### src/hdl/tfm_pkg.sv
// Package for the trapezoid fuzzy membership block: widths, shape codes,
// config register indexes and the sine polynomial coefficients.
`timescale 1ns / 1ps
package tfm_pkg;
  localparam int SAMPLE_BITS_DEF     = 32;
  localparam int GRADE_FRAC_BITS_DEF = 15;
  localparam int FRAC_BITS           = 32;  // ramp fraction x is Q0.32
  localparam int CFG_IDX_BITS        = 3;

  typedef enum logic [1:0] {
    SHAPE_LINEAR  = 2'd0,
    SHAPE_SIGMOID = 2'd1,
    SHAPE_J       = 2'd2,
    SHAPE_RSVD    = 2'd3
  } shape_t;

  typedef enum logic [CFG_IDX_BITS-1:0] {
    REG_A     = 3'd0,
    REG_B     = 3'd1,
    REG_C     = 3'd2,
    REG_D     = 3'd3,
    REG_SHAPE = 3'd4
  } cfg_idx_t;

  // Taylor magnitudes of sin(pi/2*t), Q30: K1, K3, ... K13
  localparam logic [30:0] SIN_K [7] = '{
    31'd1686629713, 31'd693598668, 31'd85569306, 31'd5026995,
    31'd172272, 31'd3864, 31'd61
  };

  localparam logic [31:0] Q30 = 32'h4000_0000;
endpackage

### src/hdl/tfm_horner_cell.sv
// One Horner step of the sine polynomial: p' = K - (p*y)>>30, registered.
// Carries the fraction-derived operands and tag along the chain.
`timescale 1ns / 1ps
module tfm_horner_cell import tfm_pkg::*; #(
  parameter logic [30:0] K = 31'd0
) (
  input  logic        clk,
  input  logic        rst_n,
  input  logic        en,
  input  logic        vld_in,
  input  logic [30:0] p_in,
  input  logic [30:0] y_in,
  input  logic [63:0] pass_in,
  output logic        vld_out,
  output logic [30:0] p_out,
  output logic [30:0] y_out,
  output logic [63:0] pass_out
);
  logic [61:0] prod;
  assign prod = p_in * y_in;

  always_ff @(posedge clk) begin
    if (!rst_n) begin
      vld_out <= 1'b0;
    end else if (en) begin
      vld_out <= vld_in;
    end
  end

  always_ff @(posedge clk) begin
    if (en) begin
      p_out    <= K - prod[60:30];
      y_out    <= y_in;
      pass_out <= pass_in;
    end
  end
endmodule

### config.mk
export PLATFORM = sky130hd
export DESIGN_NAME = tfm_horner_cell
export DESIGN_NICKNAME = d
export VERILOG_FILES = /design/src/hdl/tfm_pkg.sv /design/src/hdl/tfm_horner_cell.sv
export SDC_FILE = /design/constraint.sdc
export NUM_CORES = 2
export LEC_CHECK = 0
export ABC_CLOCK_PERIOD_IN_PS = 22900
export BUFFER_PORTS_ARGS = -buffer_cell sky130_fd_sc_hd__buf_2
export CAP_MARGIN = 20
export CORE_MARGIN = 8
export CORE_UTILIZATION = 65
export CTS_BUF_LIST = sky130_fd_sc_hd__clkbuf_8
export CTS_CLUSTER_DIAMETER = 30
export DETAILED_ROUTE_END_ITERATION = 10
export HOLD_SLACK_MARGIN = 0.12
export PLACE_DENSITY = 0.85
export SLEW_MARGIN = 20
export SYNTH_ARGS = -nofsm -noshare
export SYNTH_HDL_FRONTEND = slang
export SYNTH_SLANG_ARGS = --single-unit
### constraint.sdc
create_clock -name clk -period 22.9 [get_ports clk]
set_input_delay 0 -clock clk [delete_from_list [all_inputs] [get_ports clk]]
set_output_delay 0 -clock clk [all_outputs]
set_load 0.01 [all_outputs]
==> impl_metrics.json <==
{
  "path_max_fanout": 32,
  "skew_ns": 0,
  "num_rows": 86,
  "cts.reportedPaths.clkPinSlew_ns": 0.08,
  "postCtsResizedCells": 0,
  "seq_area_frac_synth_pct": 10.6,
  "finalSetupTns_ns": 0,
  "coreArea_sq_mm": 0.0550,
  "tightest_slew_ns": 0.875,
  "cts_sinks": 127,
  "startpoint_type": "primary input",
  "place_area_sq_mm": 0.0374,
  "ctsHoldBuffers": 98,
  "grt_use_total_pct": 31.0,
  "grt_pass1_wl_um": 156000,
  "start_util_pct": 65.5,
  "hold_viol_final": 0,
  "fin_crit_ns": 9.36,
  "drtAntennaViolNets": 0,
  "dp_hpwl_um": 73300,
  "critPathMaxStageDelay_ns": 0.56,
  "arrival_ns": 9.63,
  "cts_htree_levels": 4,
  "overflow": 0,
  "die_h_um": 251,
  "synth-seq-cells": 127,
  "finalSetupViolCount": 0,
  "cts_buffers": 17,
  "ys_types": 86,
  "hold_class": "primary input to register",
  "clk_path_buf_depth": 2,
  "synthCells": 3776,
  "rsz0062_at_grt": "false",
  "ys.flop_type": "edfxtp_1",
  "r2r_start": "vld_out",
  "post_cts_buffers": 0,
  "drtIter0Drc": 1908,
  "slew_viol_final": 0,
  "holdPathStages": 2,
  "clock_latency_ns": 0.53,
  "nets": 5150,
  "max_slew_margin_pct": 41.7,
  "fmax_mhz": 107,
  "timing_worst_setup_path_type": "primary input to register",
  "fin_crit_sh_pct": 40.9,
  "r2r-end": "vld_out",
  "grt_pass1_vias": 30500,
  "layout-drive-gt1-share_pct": 8.10,
  "cts_tree": "done",
  "cpMostUsedCell": "fa_1",
  "synthArstFlopShare_pct": 0,
  "slowest_stage": "buf_2",
  "num_vias": 27100,
  "drtPass1Iterations": 6,
  "syn_to_final_growth_pct": 7.62,
  "routabilityCongestion": 0.961,
  "whs_endpoint": "pass_out[53]",
  "synth_edf_count": 126,
  "vias_per_cell": 5.77,
  "yosys_warnings": 0,
  "final_core_util_pct": 70.5,
  "ff2ff_setup_slack_ns": 21.76,
  "root_buffer": "clkbuf_8",
  "wl_per_cell_um": 19.8,
  "avgSynthCellArea_sq_um": 9.53,
  "drt-total-wl_um": 93300,
  "final_area_sq_mm": 0.0387,
  "die_x_um": 251,
  "status": "complete, no violations",
  "dieArea_sq_mm": 0.0632,
  "synthesis.area_sq_mm": 0.0360,
  "drcViolationCount": 0,
  "r2r_cells": 3,
  "antenna_found_initial": 3,
  "place.port_buffers": 256,
  "synth_fp_nets": 4988,
  "hold_start": "pass_in[53]",
  "ios": 257,
  "drv_cap": 0,
  "critPathRequiredTime_ns": 23.16,
  "grt_max_degree": 67,
  "cp-end-kind": "register"
}
==> synth_stat cells (5+ instances only) <==
cell,number,area [sq um]
a211oi_1,5,37.5
a21o_1,20,150
a21oi_1,63,315
a31oi_1,6,37.5
and2_1,487,3050
and3_1,14,87.6
and4_1,5,43.8
buf_2,14,70.1
clkbuf_1,196,736
edfxtp_1,126,3780
fa_1,835,16700
ha_1,247,3090
inv_1,792,2970
mux2i_1,6,60.1
nand2_1,572,2150
nand2b_1,6,37.5
nand3_1,28,140
nand4_1,25,156
nor2_1,71,267
nor3_1,19,95.1
nor4_1,8,50.1
nor4_2,5,62.6
o211ai_1,8,60.1
o21a_1,11,82.6
o21ai_0,29,145
o21ai_1,12,60.1
o21bai_1,9,67.6
o31ai_1,8,60.1
or3_1,7,43.8
xnor2_1,36,315
xor2_1,13,114
==> how the worst max path moves through the flow <==
stage	depth (start not counted)	to	from	slack, ns
4_1_cts	28	p_out[25]	y_in[7]	13.64
3_5_place_dp	27	p_out[30]	y_in[7]	13.62
6_report	28	p_out[25]	y_in[9]	13.54
2_1_floorplan	29	p_out[30]	y_in[10]	14.74
3_3_place_gp	27	p_out[27]	y_in[8]	13.77
5_1_grt	28	p_out[29]	y_in[8]	13.07
==> state kept, by name, indices dropped and copies added (netlist names) <==
signal,flops
vld_out,1
pass_out,64
p_out,31
y_out,31
==> worst max-delay path: cells and delay by family <==
| family | cells | cell delay [ns] |
|---|---|---|
| AO/OA/AOI/OAI | 2 | 0.62 |
| XOR/XNOR | 1 | 0.08 |
| adder cells (fa/ha/maj) | 9 | 4.56 |
| buffers and inverters | 6 | 1.33 |
| multiplexers | 1 | 0.26 |
| AND/OR/NAND/NOR | 9 | 2.77 |
==> area by class of cell <==
class,instances,area [sq um]
multi-input cells,2644,28400
fillers,3987,16200
flip-flops and latches,127,3800
inverters,792,2970
repair buffers,356,2280
well taps,748,936
clock buffers,17,234
clock inverters,15,113
diodes,4,10.0
==> per-stage QoR <==
stage	hold WS (ns)	setup WS [ns]	std cells
6_report	0.172	13.54	4703
3_5_place_dp	0.178	13.62	4569
5_1_grt	0.138	13.07	4701
4_1_cts	0.134	13.64	4699
3_3_place_gp	0.176	13.77	4569
2_1_floorplan	0.0989	14.74	3776
==> logic make-up after synthesis <==
| group | Yosys count | synth area share (%) |
|---|---|---|
| DFF | 127 | 10.6 |
| adders and majority gates | 1082 | 55.0 |
| buffers and inverters | 1005 | 10.6 |
| muxes | 6 | 0.167 |
| and+or+nand+nor | 1280 | 18.1 |
| AOI/OAI and AO/OA | 227 | 4.44 |
| xor gates and xnor gates | 49 | 1.19 |
==> cell usage in the layout (no fill, tap or decap), types with 29 or more instances in the layout <==
cell type	netlist	final
xnor2_1	36	36
ha_1	247	247
nor2_1	71	71
fa_1	835	835
buf_2	14	255
and2_1	487	487
dlygate4sd3_1	0	98
nand2_1	572	572
a21oi_1	63	63
inv_1	792	793
edfxtp_1	126	126
o21ai_0	29	29
==> metal layers <==
layer	GRT usage (%)	up-vias	part of all wire, %
li1	-	11600	-
met1	36.5	13800	35
met2	53.9	1298	52
met3	5.18	374	7.2
met4	17.2	2	6.1
met5	0	-	0.014
Power is left out: the tool's default activity adds up to more than one toggle a clock period on the data nets, which glitch-free logic cannot reach.
